==> src/rtl/core/mks_pkg.sv <==
package mks_pkg;

    // Field widths fixed by the interface
    localparam int KEY_W   = 24;
    localparam int POT_W   = 10;
    localparam int MIDI_W  = 7;
    localparam int CFG_W   = 16;
    localparam int CIDX_W  = 2;

    localparam int NUM_KEYS_DEF = 24;

    // Action codes
    localparam logic [1:0] ACT_SCAN    = 2'd0;
    localparam logic [1:0] ACT_ENCODER = 2'd1;
    localparam logic [1:0] ACT_TICK    = 2'd2;

    // Register indexes
    localparam logic [CIDX_W-1:0] REG_VOL_THRESH = 2'd0;
    localparam logic [CIDX_W-1:0] REG_HOLDOFF    = 2'd1;
    localparam logic [CIDX_W-1:0] REG_BASE_NOTE  = 2'd2;
    localparam logic [CIDX_W-1:0] REG_VELOCITY   = 2'd3;

    // Register reset values
    localparam logic [MIDI_W-1:0] THRESH_RST   = 7'd2;
    localparam logic [CFG_W-1:0]  HOLDOFF_RST  = 16'd200;
    localparam logic [MIDI_W-1:0] BASE_RST     = 7'd48;
    localparam logic [MIDI_W-1:0] VELOCITY_RST = 7'd127;

    // MIDI codes
    localparam logic [7:0]        ST_NOTE_ON  = 8'h90;
    localparam logic [7:0]        ST_NOTE_OFF = 8'h80;
    localparam logic [7:0]        ST_CONTROL  = 8'hB0;
    localparam logic [7:0]        ST_PROGRAM  = 8'hC0;
    localparam logic [MIDI_W-1:0] CC_VOLUME   = 7'h07;
    localparam logic [MIDI_W-1:0] MIDI_MAX    = 7'd127;

    localparam logic signed [3:0] OCT_MAX = 4'sd4;
    localparam logic signed [3:0] OCT_MIN = -4'sd4;

    typedef struct packed {
        logic [1:0]       action;
        logic [KEY_W-1:0] key_levels;
        logic [POT_W-1:0] pot_sample;
        logic             button_level;
        logic             clock_level;
        logic             direction_level;
    } in_word_t;

    typedef struct packed {
        logic [7:0]        status_byte;
        logic [MIDI_W-1:0] first_data;
        logic [MIDI_W-1:0] second_data;
        logic              last_message;
    } out_word_t;

    typedef enum logic [1:0] {
        ST_IDLE,
        ST_VOL,
        ST_PROG,
        ST_KEYS
    } state_t;

    // Controller to datapath
    typedef struct packed {
        logic accept;
        logic do_vol;
        logic do_prog;
        logic do_key;
    } cmd_t;

    // Datapath to controller
    typedef struct packed {
        logic in_scan;
        logic can_emit;
        logic key_last;
    } stat_t;

endpackage

==> src/rtl/core/mks_ctrl.sv <==
module mks_ctrl
(
    input  logic            clk,
    input  logic            rst_n,
    input  logic            in_valid,
    output logic            in_ready,
    input  mks_pkg::stat_t  stat,
    output mks_pkg::cmd_t   cmd
);
    import mks_pkg::*;

    state_t state_reg;
    state_t state_next;

    // State register
    always_ff @(posedge clk or negedge rst_n)
    begin
        if (!rst_n)
        begin
            state_reg <= ST_IDLE;
        end
        else
        begin
            state_reg <= state_next;
        end
    end

    // Next state
    always_comb
    begin
        state_next = state_reg;
        unique case (state_reg)
            ST_IDLE:
            begin
                if (in_valid && stat.in_scan)
                begin
                    state_next = ST_VOL;
                end
            end
            ST_VOL:
            begin
                if (stat.can_emit)
                begin
                    state_next = ST_PROG;
                end
            end
            ST_PROG:
            begin
                if (stat.can_emit)
                begin
                    state_next = ST_KEYS;
                end
            end
            ST_KEYS:
            begin
                if (stat.can_emit && stat.key_last)
                begin
                    state_next = ST_IDLE;
                end
            end
            default:
            begin
                state_next = ST_IDLE;
            end
        endcase
    end

    // Outputs: each scan step after the accept waits for room in the output register
    always_comb
    begin
        in_ready    = (state_reg == ST_IDLE);
        cmd.accept  = (state_reg == ST_IDLE) && in_valid;
        cmd.do_vol  = (state_reg == ST_VOL)  && stat.can_emit;
        cmd.do_prog = (state_reg == ST_PROG) && stat.can_emit;
        cmd.do_key  = (state_reg == ST_KEYS) && stat.can_emit;
    end

endmodule

==> src/rtl/core/mks_dp.sv <==
module mks_dp
#(
    parameter int NUM_KEYS = mks_pkg::NUM_KEYS_DEF
)
(
    input  logic                         clk,
    input  logic                         rst_n,
    input  mks_pkg::in_word_t            in_data,
    input  mks_pkg::cmd_t                cmd,
    output mks_pkg::stat_t               stat,
    input  logic                         cfg_we,
    input  logic [mks_pkg::CIDX_W-1:0]   cfg_index,
    input  logic [mks_pkg::CFG_W-1:0]    cfg_data,
    input  logic                         out_ready,
    output logic                         out_valid,
    output mks_pkg::out_word_t           out_data
);
    import mks_pkg::*;

    localparam int IDX_W = (NUM_KEYS > 1) ? $clog2(NUM_KEYS) : 1;
    localparam logic [IDX_W-1:0] IDX_LAST = IDX_W'(NUM_KEYS - 1);

    // Configuration
    logic [MIDI_W-1:0] thresh_reg;
    logic [CFG_W-1:0]  holdoff_reg;
    logic [MIDI_W-1:0] base_reg;
    logic [MIDI_W-1:0] vel_reg;

    // Control state
    logic [NUM_KEYS-1:0] key_state_reg, key_state_next;
    logic [NUM_KEYS-1:0] pend_reg, pend_next;
    logic [IDX_W-1:0]    idx_reg, idx_next;
    logic signed [7:0]   last_vol_reg, last_vol_next;
    logic                mode_reg, mode_next;
    logic [MIDI_W-1:0]   cur_prog_reg, cur_prog_next;
    logic [MIDI_W-1:0]   sent_prog_reg, sent_prog_next;
    logic signed [3:0]   oct_reg, oct_next;
    logic                last_clk_reg, last_clk_next;
    logic [31:0]         ms_reg, ms_next;
    logic [31:0]         press_reg, press_next;
    logic                out_valid_reg, out_valid_next;

    // Payload
    logic [NUM_KEYS-1:0] lvl_reg;
    logic [POT_W-1:0]    pot_reg;
    logic                btn_reg;
    out_word_t           out_data_reg;

    // Volume, button and note arithmetic
    logic [16:0]         pot_x127;
    logic [6:0]          vol_q0;
    logic [10:0]         vol_rem;
    logic [MIDI_W-1:0]   vol;
    logic signed [8:0]   vol_diff;
    logic [8:0]          vol_mag;
    logic                vol_send;
    logic                btn_toggle;
    logic                mode_after;
    logic                prog_diff;
    logic signed [9:0]   oct_ext;
    logic signed [9:0]   note_sum;
    logic [MIDI_W-1:0]   note;
    logic [NUM_KEYS-1:0] pend_after;
    logic                emit;
    out_word_t           emit_word;
    logic                step_up;

    // pot*127/1023: x/1023 = (x>>10) plus at most one correction
    always_comb
    begin
        pot_x127 = {pot_reg, 7'b0} - {7'b0, pot_reg};
        vol_q0   = pot_x127[16:10];
        vol_rem  = {1'b0, pot_x127[9:0]} + {4'b0, vol_q0};
        vol      = (vol_rem >= 11'd1023) ? (vol_q0 + 7'd1) : vol_q0;
        vol_diff = $signed({2'b00, vol}) - $signed({last_vol_reg[7], last_vol_reg});
        vol_mag  = vol_diff[8] ? 9'(-vol_diff) : 9'(vol_diff);
        vol_send = (vol_mag > {2'b00, thresh_reg});
    end

    // Button hold-off and program check
    always_comb
    begin
        btn_toggle = !btn_reg && ((ms_reg - press_reg) > {16'b0, holdoff_reg});
        mode_after = mode_reg ^ btn_toggle;
        prog_diff  = (cur_prog_reg != sent_prog_reg);
    end

    // Note number for the current key, clamped to the MIDI range
    always_comb
    begin
        oct_ext  = {{6{oct_reg[3]}}, oct_reg};
        note_sum = $signed({3'b000, base_reg}) + $signed(10'(idx_reg))
                 + (oct_ext <<< 3) + (oct_ext <<< 2);
        if (note_sum < 10'sd0)
        begin
            note = '0;
        end
        else if (note_sum > 10'sd127)
        begin
            note = MIDI_MAX;
        end
        else
        begin
            note = note_sum[MIDI_W-1:0];
        end
        pend_after = pend_reg & ~(NUM_KEYS'(1) << idx_reg);
    end

    // Message build
    always_comb
    begin
        emit      = 1'b0;
        emit_word = '0;
        if (cmd.do_vol && vol_send)
        begin
            emit                   = 1'b1;
            emit_word.status_byte  = ST_CONTROL;
            emit_word.first_data   = CC_VOLUME;
            emit_word.second_data  = vol;
            emit_word.last_message = !(mode_after && prog_diff) && (pend_reg == '0);
        end
        else if (cmd.do_prog && mode_reg && prog_diff)
        begin
            emit                   = 1'b1;
            emit_word.status_byte  = ST_PROGRAM;
            emit_word.first_data   = cur_prog_reg;
            emit_word.second_data  = '0;
            emit_word.last_message = (pend_reg == '0);
        end
        else if (cmd.do_key && pend_reg[idx_reg])
        begin
            emit                   = 1'b1;
            emit_word.status_byte  = lvl_reg[idx_reg] ? ST_NOTE_OFF : ST_NOTE_ON;
            emit_word.first_data   = note;
            emit_word.second_data  = vel_reg;
            emit_word.last_message = (pend_after == '0);
        end
    end

    // State update
    always_comb
    begin
        key_state_next = key_state_reg;
        pend_next      = pend_reg;
        idx_next       = idx_reg;
        last_vol_next  = last_vol_reg;
        mode_next      = mode_reg;
        cur_prog_next  = cur_prog_reg;
        sent_prog_next = sent_prog_reg;
        oct_next       = oct_reg;
        last_clk_next  = last_clk_reg;
        ms_next        = ms_reg;
        press_next     = press_reg;
        step_up        = (in_data.direction_level != in_data.clock_level);

        if (cmd.accept)
        begin
            unique case (in_data.action)
                ACT_SCAN:
                begin
                    pend_next      = in_data.key_levels[NUM_KEYS-1:0] ^ key_state_reg;
                    key_state_next = in_data.key_levels[NUM_KEYS-1:0];
                    idx_next       = '0;
                end
                ACT_ENCODER:
                begin
                    if (in_data.clock_level != last_clk_reg)
                    begin
                        if (mode_reg)
                        begin
                            if (step_up && cur_prog_reg != MIDI_MAX)
                            begin
                                cur_prog_next = cur_prog_reg + 7'd1;
                            end
                            else if (!step_up && cur_prog_reg != '0)
                            begin
                                cur_prog_next = cur_prog_reg - 7'd1;
                            end
                        end
                        else
                        begin
                            if (step_up && oct_reg != OCT_MAX)
                            begin
                                oct_next = oct_reg + 4'sd1;
                            end
                            else if (!step_up && oct_reg != OCT_MIN)
                            begin
                                oct_next = oct_reg - 4'sd1;
                            end
                        end
                    end
                    last_clk_next = in_data.clock_level;
                end
                ACT_TICK:
                begin
                    ms_next = ms_reg + 32'd1;
                end
                default:
                begin
                end
            endcase
        end

        if (cmd.do_vol)
        begin
            if (vol_send)
            begin
                last_vol_next = $signed({1'b0, vol});
            end
            if (btn_toggle)
            begin
                mode_next  = !mode_reg;
                press_next = ms_reg;
            end
        end

        if (cmd.do_prog && mode_reg && prog_diff)
        begin
            sent_prog_next = cur_prog_reg;
        end

        if (cmd.do_key)
        begin
            pend_next = pend_after;
            idx_next  = (idx_reg == IDX_LAST) ? '0 : (idx_reg + IDX_W'(1));
        end
    end

    // Output register
    always_comb
    begin
        if (emit)
        begin
            out_valid_next = 1'b1;
        end
        else if (out_ready)
        begin
            out_valid_next = 1'b0;
        end
        else
        begin
            out_valid_next = out_valid_reg;
        end
    end

    always_ff @(posedge clk or negedge rst_n)
    begin
        if (!rst_n)
        begin
            thresh_reg    <= THRESH_RST;
            holdoff_reg   <= HOLDOFF_RST;
            base_reg      <= BASE_RST;
            vel_reg       <= VELOCITY_RST;
        end
        else if (cfg_we)
        begin
            unique case (cfg_index)
                REG_VOL_THRESH: thresh_reg  <= cfg_data[MIDI_W-1:0];
                REG_HOLDOFF:    holdoff_reg <= cfg_data;
                REG_BASE_NOTE:  base_reg    <= cfg_data[MIDI_W-1:0];
                REG_VELOCITY:   vel_reg     <= cfg_data[MIDI_W-1:0];
                default:
                begin
                end
            endcase
        end
    end

    always_ff @(posedge clk or negedge rst_n)
    begin
        if (!rst_n)
        begin
            key_state_reg <= '1;
            pend_reg      <= '0;
            idx_reg       <= '0;
            last_vol_reg  <= -8'sd1;
            mode_reg      <= 1'b1;
            cur_prog_reg  <= '0;
            sent_prog_reg <= '0;
            oct_reg       <= '0;
            last_clk_reg  <= 1'b1;
            ms_reg        <= '0;
            press_reg     <= '0;
            out_valid_reg <= 1'b0;
        end
        else
        begin
            key_state_reg <= key_state_next;
            pend_reg      <= pend_next;
            idx_reg       <= idx_next;
            last_vol_reg  <= last_vol_next;
            mode_reg      <= mode_next;
            cur_prog_reg  <= cur_prog_next;
            sent_prog_reg <= sent_prog_next;
            oct_reg       <= oct_next;
            last_clk_reg  <= last_clk_next;
            ms_reg        <= ms_next;
            press_reg     <= press_next;
            out_valid_reg <= out_valid_next;
        end
    end

    // Payload capture
    always_ff @(posedge clk)
    begin
        if (cmd.accept && in_data.action == ACT_SCAN)
        begin
            lvl_reg <= in_data.key_levels[NUM_KEYS-1:0];
            pot_reg <= in_data.pot_sample;
            btn_reg <= in_data.button_level;
        end
        if (emit)
        begin
            out_data_reg <= emit_word;
        end
    end

    assign stat.in_scan  = (in_data.action == ACT_SCAN);
    assign stat.can_emit = !out_valid_reg || out_ready;
    assign stat.key_last = (idx_reg == IDX_LAST);
    assign out_valid     = out_valid_reg;
    assign out_data      = out_data_reg;

    // Octave shift stays in its range
    a_oct_range: assert property (@(posedge clk) disable iff (!rst_n)
        (oct_reg <= OCT_MAX) && (oct_reg >= OCT_MIN))
        else $error("octave shift out of range");

    // A note word marked last leaves no key pending
    a_last_key: assert property (@(posedge clk) disable iff (!rst_n)
        (cmd.do_key && emit && emit_word.last_message) |=> (pend_reg == '0))
        else $error("keys still pending after last word");

    // After a program step in instrument mode the sent program is current
    a_prog_sync: assert property (@(posedge clk) disable iff (!rst_n)
        (cmd.do_prog && mode_reg) |=> (sent_prog_reg == cur_prog_reg))
        else $error("program change not recorded");

    // The key sweep ends with every changed key handled
    a_sweep_done: assert property (@(posedge clk) disable iff (!rst_n)
        (cmd.do_key && idx_reg == IDX_LAST) |=> (pend_reg == '0))
        else $error("key sweep left keys pending");

endmodule

==> src/rtl/core/midi_key_scan_controller.sv <==
// Keyboard scan front end that turns scan, encoder and tick words into MIDI
// words. An encoder or tick word, and an unused action code, are handled as
// they are accepted. A scan word goes through steps: one to accept, one for
// the volume and button step, one for the program step, then a sweep over the
// keys at one key per cycle while the output side keeps up. Every scan step
// after the accept, whether or not it produces a word, waits while the output
// register is still full and out_ready is low. Input is taken only between
// scans; registers are written on cfg_we with no wait.
module midi_key_scan_controller
#(
    parameter int NUM_KEYS = mks_pkg::NUM_KEYS_DEF
)
(
    input  logic                         clk,
    input  logic                         rst_n,
    input  logic                         in_valid,
    output logic                         in_ready,
    input  mks_pkg::in_word_t            in_data,
    output logic                         out_valid,
    input  logic                         out_ready,
    output mks_pkg::out_word_t           out_data,
    input  logic                         cfg_we,
    input  logic [mks_pkg::CIDX_W-1:0]   cfg_index,
    input  logic [mks_pkg::CFG_W-1:0]    cfg_data
);
    import mks_pkg::*;

    cmd_t  cmd;
    stat_t stat;

    mks_ctrl u_ctrl
    (
        .clk      (clk),
        .rst_n    (rst_n),
        .in_valid (in_valid),
        .in_ready (in_ready),
        .stat     (stat),
        .cmd      (cmd)
    );

    mks_dp #(
        .NUM_KEYS (NUM_KEYS)
    ) u_dp
    (
        .clk       (clk),
        .rst_n     (rst_n),
        .in_data   (in_data),
        .cmd       (cmd),
        .stat      (stat),
        .cfg_we    (cfg_we),
        .cfg_index (cfg_index),
        .cfg_data  (cfg_data),
        .out_ready (out_ready),
        .out_valid (out_valid),
        .out_data  (out_data)
    );

endmodule
==> config.mk <==
export PLATFORM = sky130hd
export DESIGN_NAME = midi_key_scan_controller
export DESIGN_NICKNAME = d
export VERILOG_FILES = /design/src/rtl/core/mks_pkg.sv /design/src/rtl/core/mks_ctrl.sv /design/src/rtl/core/mks_dp.sv /design/src/rtl/core/midi_key_scan_controller.sv
export SDC_FILE = /design/constraint.sdc
export NUM_CORES = 1
export LEC_CHECK = 0
export BUFFER_PORTS_ARGS = -buffer_cell sky130_fd_sc_hd__buf_2
export CAP_MARGIN = 20
export CELL_PAD_IN_SITES_DETAIL_PLACEMENT = 1
export CELL_PAD_IN_SITES_GLOBAL_PLACEMENT = 1
export CORE_MARGIN = 2
export CORE_UTILIZATION = 30
export DETAILED_ROUTE_END_ITERATION = 12
export PLACE_DENSITY = 0.66
export SYNTH_ARGS = -nofsm -noshare
export SYNTH_HDL_FRONTEND = slang
export SYNTH_SLANG_ARGS = --single-unit
==> constraint.sdc <==
create_clock -name clk -period 8.01 [get_ports clk]
set_clock_uncertainty 0.05 [all_clocks]
set_input_delay 2.403 -clock clk [delete_from_list [all_inputs] [get_ports clk]]
set_output_delay 2.403 -clock clk [all_outputs]
set_load 0.01 [all_outputs]
; ---- Word level (Yosys, flattened, before mapping)
; Cells that the tools add are included.
[totals]
regBits = 243
in_bits = 62
output_inout_bits = 25
[classes]
add_sub_neg = 15
magnitude_cmp = 6
eq_ne = 19
n_shift = 1
n_mux = 33
bitwise_logic = 6
reduce_logical = 50
[op_table]
columns = operator, count
row1 = $mux 24, 3
row2 = $logic_not 24->1, 2
row3 = $mux 7, 5
row4 = $add 32x1->32 const B, 1
row5 = $gt 32x16->1, 1
row6 = $sub 32x32->32, 1
row7 = $mux 5, 5
row8 = $and 24x24->24, 1
row9 = $not 24->24, 1
row10 = $shl 1x5->24 const A, 1
row11 = $xor 24x24->24, 1
row12 = $mux 23, 1
row13 = $mux 22, 1
row14 = $reduce_and 2->1, 10
row15 = $logic_and 1x1->1, 18
row16 = $sub 17x10->17, 1
row17 = $add 7x1->7 const B, 2
row18 = $add 10x7->11, 1
row19 = $ge 11x10->1 const B, 1
row20 = $add 10x6->10, 1
row21 = $add 9x7->10, 1
row22 = $bmux 1 s5, 2
row23 = $eq 2x2->1 const B, 5
row24 = $gt 10x8->1 const B, 1
row25 = 35 further kinds, 63

; ---- Longest topological paths before layout
; Gate-level depths: netlist of run 1.
[depth]
ltp_word = 11
depth_mapped = 38

; ---- Hierarchy
; From an unflattened synthesis of run 1, not the netlist that was laid out.
[unflattened]
hier_cells = 1477
hier_area_um2 = 15200.8
[by_module_without_submodules]
columns = module, instances, cells_each, area_each_um2, seq_area_each_um2
row1 = mks_dp, 1, 1455, 14986.9, 6259.8
row2 = mks_ctrl, 1, 22, 214.0, 50.0

; ---- Least setup slack after synthesis of run 1
; No wires, ideal clock.
[synth_path]
path_type = reg2reg
start = register u_dp.pot_reg[0]
end = register u_dp.out_valid_reg (netlist: u_dp.out_valid)
setup_time_ns = 0.127
arrival_ns = 7.352
slack_ns = 0.481
path_stages_with_launch = 36
n_path_buf = 1
path_cell_list = edfxtp_1 inv_1 ha_1 nor4b_1 a41oi_1 xor2_1 ha_1 fa_1 a21o_1 a21oi_1 o2111a_1 o21bai_1 a211oi_1 o221ai_1 nor2_1 nand2_1 xnor2_1 ha_1 nor2b_1 o31ai_1 a21oi_1 or3_1 clkbuf_1 nor2_1 a21oi_1 ha_1 nor2b_1 o21a_1 o21ai_0 a21oi_1 o21ai_0 nand2b_1 o21ai_0 a21oi_1 nand3b_1 nand2b_1
[synth_via]
elab_chain_len = 11
word_cells_on_any_way = 13
cone_classes = add/sub (5) / order compare (2) / mux (4) / reduce/logical (2)
[synth_lines]
columns = item, line
row1 = from (decl), mks_dp.sv:45  ; logic [POT_W-1:0] pot_reg;
row2 = from (signal assigned), mks_dp.sv:309  ; pot_reg <= in_data.pot_sample;
row3 = $sub 17x10->17 *, mks_dp.sv:71  ; pot_x127 = {pot_reg, 7'b0} - {7'b0, pot_reg};
row4 = $add 10x7->11, mks_dp.sv:73  ; vol_rem = {1'b0, pot_x127[9:0]} + {4'b0, vol_q0};
row5 = $ge 11x10->1, mks_dp.sv:74  ; vol = (vol_rem >= 11'd1023) ? (vol_q0 + 7'd1) : vol_q0;
row6 = $mux 7 *, mks_dp.sv:74
row7 = net u_dp.vol[2], mks_dp.sv:53  ; logic [MIDI_W-1:0] vol;
row8 = $sub 8x8->9 *, mks_dp.sv:75  ; vol_diff = $signed({2'b00, vol}) - $signed({last_vol_reg[7], last_vol_reg});
row9 = $neg 9->9, mks_dp.sv:76  ; vol_mag = vol_diff[8] ? 9'(-vol_diff) : 9'(vol_diff);
row10 = $mux 9 *, mks_dp.sv:76
row11 = $gt 9x7->1 *, mks_dp.sv:77  ; vol_send = (vol_mag > {2'b00, thresh_reg});
row12 = $logic_and 1x1->1 *, mks_dp.sv:114  ; if (cmd.do_vol && vol_send)
row13 = $mux 1 *, mks_dp.sv:114
row14 = net u_dp.emit, mks_dp.sv:64  ; logic emit;
row15 = $mux 1 or $reduce_bool 2->1 (tied branches), n/a
row16 = to (signal assigned), mks_dp.sv:299  ; out_valid_reg <= out_valid_next;
row17 = to (decl), mks_dp.sv:41  ; logic out_valid_reg, out_valid_next;
; The timed path passes the listed nets; every way through them passes the cells marked *.
; A chain may end at the register's enable or synchronous reset.

==> flow_summary.toml, run 1 <==
[run_status]
outcome = "completed"

[logic_synthesis]
synth_area_um2 = 14970
synth_edf_count = 54
synth_cells = 1460
yosysMostFrequentCell = "dfrtp_1"
synth_top_cell_area_share_pct = 23.07
async_flop_share_pct = 77.41
synth_top_cell_by_area = "dfrtp_1"
seq_area_frac_synth_pct = 42.15
synth_cell_types = 79
synth.area.top_cells = "dfrtp_1, edfxtp_1, ha_1"
yosysWarningCount = 0
synth_commonest_cells = "dfrtp_1, nand2_1, o21ai_0"
ys.flop_type = "dfrtp_1"
synth_area_per_cell_um2 = 10.25
synth-seq-cells = 239

[sta]
min_period_ns = 7.597
clock.fmax_ghz = 0.1316
setup_ws_ns = 0.4126
hold_viol_final = 0
final-setup-viol-count = 0
fin_worst_hold_slack_ns = 0.4456
finalCritPeriodShare_pct = 94.85
slew_headroom_pct = 31.16
maxSlewViolCount = 0
tightest_slew_ns = 1.031

[detailed_routing]
dr.first_iter.drc_count = 531
drt_wl_total_mm = 39.95
dr.pass1.iters = 5
vias_per_cell = 5.059
wl_per_cell_um = 17.79
drc = 0
vias = 11360
ant_nets = 0

[placed_design]
place_ws_ns = -0.06966
io_buffers = 82
dp_hpwl_mm = 29.39
place_congestion = 0.8715

[grt]
grt.total_usage_pct = 15.57
grt_overflow = 0
grt_max_degree = 98
grt_pass1_vias = 12060
grt_antenna_before_repair = 0
grt_first_pass_wirelength_mm = 64.60

[clock_tree]
clk_pin_slew_ns = 0.07
worstSkewPairLatency_ns = 0.56
cts.sinks = 239
cts_made_buffers = 27
ctsHtreeMaxLevel = 1
cts_buffer_depth = 3
cts_root_buf = "clkbuf_16"
cts_hold_buffers = 0
tritoncts = "yes"

[floorplan]
pin_count = 87
start_util_pct = 30.52
rows = 81
die_area_um2 = 51700
die_w_um = 227.4
fp.dieH_um = 227.4
core_um2 = 49050

[worst_setup_path]
criticalPathCategory = "register to register"
critPathMaxFanout = 7
cpMostUsedCell = "ha_1"
worstSetupEndpointType = "register"
required_ns = 8.27
worst_setup_path_start_kind = "register"
cp_data_arrival_time_ns = 7.86
critPathMaxStageDelay_ns = 0.54
cp_slowest_cell = "or4_4"

[hold_path]
hp-class = "register to register"

[finish]
fill_cells = 5635
area_growth_pct = 15.40
num_antenna_cells = 0
drive_gt1_share_pct = 22.33
seq_area_um2 = 6310
multi_input_area_um2 = 8254
nets = 1737

[power_and_ir_drop]
finalPower_w = 0.006217
p_leak_nw = 7.578
max-vdd-ir-drop_uv = 197.0
powerDensity_nw_per_um2 = 359.9

[run]
maxCapViolations = 0
-- worst paths after layout --
path / startpoint / endpoint / slack [ns] / cells after the start
max reg2reg: u_dp.pot_reg[8] / u_dp.out_data[0] / 0.41 / 35
min: u_dp.sent_prog_reg[3] / u_dp.sent_prog_reg[3] / 0.45 / 2
min in group asynchronous: rst_n / u_dp.pend_reg[0] / 1.91 / 1
max in group asynchronous: rst_n / u_dp.cur_prog_reg[6] / 4.82 / 2
max: u_dp.pot_reg[8] / u_dp.out_data[0] / 0.41 / 35
min reg2reg: u_dp.sent_prog_reg[3] / u_dp.sent_prog_reg[3] / 0.45 / 2
-- power by group --
| group | internal [W] | total (W) | switching (W) |
|---|---|---|---|
| clock network | 0.000666 | 0.00118 | 0.000513 |
| registers | 0.00165 | 0.00193 | 0.000277 |
| logic | 0.00140 | 0.00311 | 0.00171 |
| total | 0.00372 | 0.00622 | 0.00250 |
-- layout make-up --
| cell class | count | area share (%) |
|---|---|---|
| Multi-Input combinational cell | 1071 | 47.78 |
| Sequential cell | 239 | 36.53 |
| Tap cell | 664 | 4.809 |
| Clock buffer | 37 | 4.433 |
| Timing Repair Buffer | 110 | 3.665 |
| Inverter | 111 | 2.412 |
| Clock inverter | 13 | 0.3694 |
-- critical path, delay by kind of cell (launching register included) --
kind / cells / cell delay [ns]
adders and majority gates: 4 / 1.25
AOI/OAI and AO/OA: 18 / 2.75
and+or+nand+nor: 8 / 2.07
xor gates and xnor gates: 2 / 0.49
buffers and inverters: 3 / 0.34
DFF: 1 / 0.38
-- cell usage in the layout (no fill, tap or decap), drive strengths merged, types with 27 or more instances in the layout --
cell / netlist / routed
buf: 9 / 109
o21ai: 120 / 120
dfstp: 47 / 47
dfrtp: 138 / 138
clkbuf: 33 / 38
xnor2: 99 / 99
nand2: 127 / 127
inv: 110 / 111
xor2: 32 / 32
a21oi: 79 / 79
mux2: 101 / 101
nor2: 68 / 68
ha: 105 / 105
a21o: 27 / 27
edfxtp: 54 / 54
-- metrics by stage --
step	cells	setup TNS [ns]	instance area [um2]	utilization, %
final	2245	0	17270	35.22
after global routing	2245	-0.02937	17270	35.22
after CTS	2238	0	17040	34.74
after detailed placement	2188	-0.7787	16200	33.03
after global placement	2188	0	16200	33.03
after floorplan	1463	0	14980	-
-- timing repair --
item                       4_1_cts  5_1_grt
pin swaps                        0       10
setup endpoints to repair       28       47
buffers inserted                 0        7
gates resized for setup          3       34
-- logic make-up after synthesis --
group | Yosys count | share of synthesized area [%]
adder cells (fa/ha/maj) | 115 | 10.11
buffers and inverters | 153 | 4.104
flip-flops | 239 | 42.15
other | 1 | 0.02505
multiplexers | 122 | 10.09
AO/OA/AOI/OAI | 334 | 13.82
AND/OR/NAND/NOR | 365 | 12.04
XOR/XNOR | 131 | 7.665
-- routing by layer --
| layer | track usage [%] | vias to the layer above | wire length, um |
|---|---|---|---|
| li1 | - | 5407 | - |
| met4 | 3.964 | 0 | 916 |
| met1 | 20.59 | 5767 | 18650 |
| met3 | 2.026 | 50 | 1085 |
| met5 | 0 | - | 0 |
| met2 | 26.82 | 134 | 19290 |
No activity file was read; power rests on OpenSTA's default activity.
==> run 2: changes to the inputs <==
CTS_BUF_LIST = sky130_fd_sc_hd__clkbuf_8   (was unset)
==> flow_summary.toml, run 2 (synthesis gave the netlist of run 1 again) <==
[power_and_ir_drop]
p_leak_nw = 7.664
netSwitchingFraction_pct = 41.19
power_frac_comb_pct = 50.4
max-vdd-ir-drop_uv = 155.1
power.switching_w = 0.002537
powerDensity_nw_per_um2 = 356.0
finalPower_w = 0.006158
power.internal_w = 0.003621
p_seq_share_pct = 31.4
p_clk_share_pct = 18.2

[detailed_routing]
vias = 11550
dr.pass1.iters = 5
wl_per_cell_um = 17.67
dr.first_iter.drc_count = 497
ant_nets = 0
vias_per_cell = 5.063
drc = 0
drt_wl_total_mm = 40.30

[clock_tree]
cts_made_buffers = 45
worstSkewPairLatency_ns = 0.61
cts_buffer_depth = 3
cts.sinks = 239
clk_pin_slew_ns = 0.06
cts_root_buf = "clkbuf_8"
cts_hold_buffers = 0
ctsHtreeMaxLevel = 2
tritoncts = "yes"

[run_status]
outcome = "completed"

[floorplan]
fp.dieH_um = 227.4
rows = 81
start_util_pct = 30.52
die_w_um = 227.4
core_um2 = 49050
pin_count = 87
die_area_um2 = 51700

[worst_setup_path]
critPathMaxStageDelay_ns = 0.53
reg2reg_to = "u_dp.last_vol_reg[5]"
critPathMaxFanout = 22
required_ns = 8.48
cp_slowest_cell = "or4_4"
crit_start = "u_dp.pot_reg[8]"
rrSetupSlack_ns = 0.36
cp_data_arrival_time_ns = 8.12
worst_setup_path_start_kind = "register"
worstSetupEndpointType = "register"
rr_startpoint = "u_dp.pot_reg[8]"
reg2reg_depth = 33
criticalPathCategory = "register to register"

[finish]
nets = 1758
final_cell_mix = "dfrtp_1, nand2_1, inv_1, o21ai_0"
drive_gt1_share_pct = 23.47
final_common_cell = "dfrtp_1"
area_growth_pct = 15.55

[grt]
grt.total_usage_pct = 15.76
grt_pass1_vias = 12220
grt_overflow = 0
grt_antenna_before_repair = 1
grt_first_pass_wirelength_mm = 64.91
grt_max_degree = 98

[sta]
maxSlewViolCount = 0
hold_viol_final = 0
tightest_slew_ns = 1.032
setup_ws_ns = 0.3559
slew_headroom_pct = 31.02
final-setup-viol-count = 0
fin_worst_hold_slack_ns = 0.4473
clock.fmax_ghz = 0.1306
finalCritPeriodShare_pct = 95.56
min_period_ns = 7.654

[hold_path]
min_from = "u_dp.sent_prog_reg[3]"
hold_end = "u_dp.sent_prog_reg[3]"
whs_path_depth = 2
hp-class = "register to register"

[placed_design]
place_congestion = 0.8715
dp_hpwl_mm = 29.39
place_ws_ns = -0.06966
io_buffers = 82

[run]
maxCapViolations = 0
-- run 2: final cells by class --
type	count	area, um2
fill	5669	31750
multi-input combinational	1071	8259
sequential	239	6310
tap	664	830.8
clock buffer	50	688.2
timing repair buffer	113	655.6
inverter	111	416.7
clock inverter	31	132.6
antenna	2	5.005
-- run 2: routing by layer --
| layer | vias up | routed length, um | GRT usage (%) |
|---|---|---|---|
| met5 | - | 0 | 0 |
| met4 | 0 | 987 | 4.870 |
| li1 | 5462 | - | - |
| met1 | 5839 | 18630 | 20.42 |
| met2 | 174 | 19380 | 26.92 |
| met3 | 74 | 1307 | 2.530 |
-- run 2: worst max-delay path: cells and delay by family (launching register included) --
| family | cells | cell delay (ns) |
|---|---|---|
| compound gates | 15 | 2.48 |
| simple gates | 6 | 1.80 |
| fa+ha+maj | 4 | 1.15 |
| buf+inv | 4 | 0.68 |
| xor+xnor | 3 | 0.60 |
| flops | 1 | 0.42 |
| mux | 1 | 0.37 |
-- run 2: stage by stage --
step | setup TNS (ns) | std cells | utilization [%] | cell area [um2]
3_5_place_dp | -0.7787 | 2188 | 33.03 | 16200
5_1_grt | -0.5439 | 2281 | 35.26 | 17300
2_1_floorplan | 0 | 1463 | - | 14980
4_1_cts | 0 | 2269 | 34.73 | 17030
3_3_place_gp | 0 | 2188 | 33.03 | 16200
6_report | 0 | 2281 | 35.26 | 17300
-- run 2: worst max path at each step --
stage	to	cells after the start
global route	u_dp.out_data[0]	38
CTS	u_dp.out_data[0]	37
detailed placement	u_dp.out_data[0]	37
finish	u_dp.last_vol_reg[5]	33
global placement	u_dp.out_data[0]	38
floorplan	u_dp.out_valid	35
-- run 2: power by group through the flow --
stage / combinational [W] / sequential, W / clock, W
after global placement: 0.00297 / 0.00194 / 0
final: 0.00311 / 0.00193 / 0.00112
after floorplan: 0.00223 / 0.00187 / 0
after CTS: 0.00310 / 0.00193 / 0.00117
after detailed placement: 0.00307 / 0.00195 / 0
after global routing: 0.00348 / 0.00197 / 0.00122
-- run 2: repair_timing --
action / 4_1_cts / 5_1_grt
gates cloned: 0 / 0
pin swaps: 0 / 9
resized for setup: 3 / 33
hold endpoints to repair: 0 / 0
setup endpoints to repair: 28 / 47
buffers inserted: 0 / 10
==> run 3: changes to the inputs <==
MAX_ROUTING_LAYER = met4   (was unset)
==> flow_summary.toml, run 3 (synthesis gave the netlist of run 1 again) <==
[run_status]
outcome = "completed"

[power_and_ir_drop]
p_leak_nw = 7.664
powerDensity_nw_per_um2 = 355.7
finalPower_w = 0.006153
max-vdd-ir-drop_uv = 155.1

[sta]
min_period_ns = 7.642
maxSlewViolCount = 0
slew_headroom_pct = 31.22
final-setup-viol-count = 0
tightest_slew_ns = 1.029
finalCritPeriodShare_pct = 95.40
clock.fmax_ghz = 0.1309
hold_viol_final = 0

[worst_setup_path]
cp_data_arrival_time_ns = 8.12
rrSetupSlack_ns = 0.37
criticalPathCategory = "register to register"
cp_slowest_cell = "or4_4"
crit_start = "u_dp.pot_reg[0]"
rr_startpoint = "u_dp.pot_reg[0]"
critPathMaxStageDelay_ns = 0.53
setup.worst_path.end = "u_dp.last_vol_reg[5]"
worstSetupEndpointType = "register"
required_ns = 8.49
critPathMaxFanout = 22
worst_setup_path_start_kind = "register"
reg2reg_depth = 32
reg2reg_to = "u_dp.last_vol_reg[5]"

[finish]
multi_input_area_um2 = 8259
final_cell_mix = "dfrtp_1, nand2_1, inv_1, o21ai_0"
drive_gt1_share_pct = 23.47
final_common_cell = "dfrtp_1"
fill_cells = 5669
stdcell_count = 2281
nets = 1758
area_growth_pct = 15.55
seq_area_um2 = 6310

[clock_tree]
clk_pin_slew_ns = 0.06
worstSkewPairLatency_ns = 0.61
cts_hold_buffers = 0
cts_made_buffers = 45
ctsHtreeMaxLevel = 2
cts_buffer_depth = 3
tritoncts = "yes"
cts_root_buf = "clkbuf_8"
cts.sinks = 239

[placed_design]
io_buffers = 82
dp_cells = 2188
dp_hpwl_mm = 29.39
place_congestion = 0.8858

[floorplan]
pin_count = 87
rows = 81
start_util_pct = 30.52
die_w_um = 227.4
fp.dieH_um = 227.4
die_area_um2 = 51700
core_um2 = 49050

[grt]
grt.total_usage_pct = 16.22
grt_antenna_before_repair = 1
grt_first_pass_wirelength_mm = 64.89
grt_max_degree = 98
grt_pass1_vias = 12230
grt_overflow = 0

[detailed_routing]
drc = 0
drt-met1-wl_mm = 18.55
dr.pass1.iters = 5
wl_met2_mm = 19.37
wl_per_cell_um = 17.64
ant_nets = 0
vias_per_cell = 5.034
vias = 11480
wl_met3_mm = 1.332
dr.first_iter.drc_count = 596
drt_wl_total_mm = 40.24
maxUsedRoutingLayer = "met4"

[hold_path]
hp-class = "register to register"
whs_path_depth = 2

[run]
maxCapViolations = 0
[run 3: metrics by stage]
step	utilization (%)	setup slack, ns	setup TNS [ns]	instance area, um2	hold slack, ns
6_report	35.26	0.3681	0	17300	0.4486
5_1_grt	35.26	-0.06142	-0.5396	17300	0.4674
4_1_cts	34.73	0.02506	0	17030	0.4501
3_5_place_dp	33.03	-0.06966	-0.7787	16200	0.4383
3_3_place_gp	33.03	0.2742	0	16200	0.4303
2_1_floorplan	-	0.4809	0	14980	0.4159
[run 3: layout make-up]
type                    count  area share [%]
clock buffers              50           3.978
inverters                 111           2.409
multi-input cells        1071           47.75
repair buffers            113           3.790
well taps                 664           4.803
diodes                      2         0.02893
clock inverters            31          0.7667
flip-flops and latches    239           36.48
[run 3: worst max-delay path: cells and delay by family, from the launching register on]
family	cells	cell delay [ns]
muxes	1	0.37
xor gates and xnor gates	3	0.60
and+or+nand+nor	6	1.79
buffers and inverters	3	0.57
adders and majority gates	4	1.19
AOI/OAI and AO/OA	15	2.48
DFF	1	0.45
[run 3: worst min path at each step]
stage | end | startpoint | slack (ns)
floorplan | u_dp.sent_prog_reg[6] | u_dp.sent_prog_reg[6] | 0.42
global placement | u_dp.sent_prog_reg[6] | u_dp.sent_prog_reg[6] | 0.43
detailed placement | u_dp.sent_prog_reg[3] | u_dp.sent_prog_reg[3] | 0.44
CTS | u_dp.last_vol_reg[7] | u_dp.last_vol_reg[7] | 0.45
global route | u_dp.press_reg[4] | u_dp.press_reg[4] | 0.47
finish | u_dp.sent_prog_reg[3] | u_dp.sent_prog_reg[3] | 0.45
[run 3: timing repair]
item	in CTS	in global routing
buffers inserted	0	10
pin swaps	0	9
gates resized for setup	3	33
endpoints found under the setup margin	28	47
[run 3: per-layer routing]
metal  vias up  track usage, %
met5         -               -
met4         0           4.870
met3        75           2.504
met2       172           26.99
met1      5776           20.33
li1       5460               -
[run 3: report_power, final]
| group | leakage (nW) | internal, W | total (W) | switching, W |
|---|---|---|---|---|
| sequential | 2.83 | 0.00165 | 0.00193 | 0.000277 |
| clock | 0.481 | 0.000572 | 0.00112 | 0.000549 |
| combinational | 4.36 | 0.00139 | 0.00310 | 0.00171 |
| total | 7.66 | 0.00362 | 0.00615 | 0.00253 |
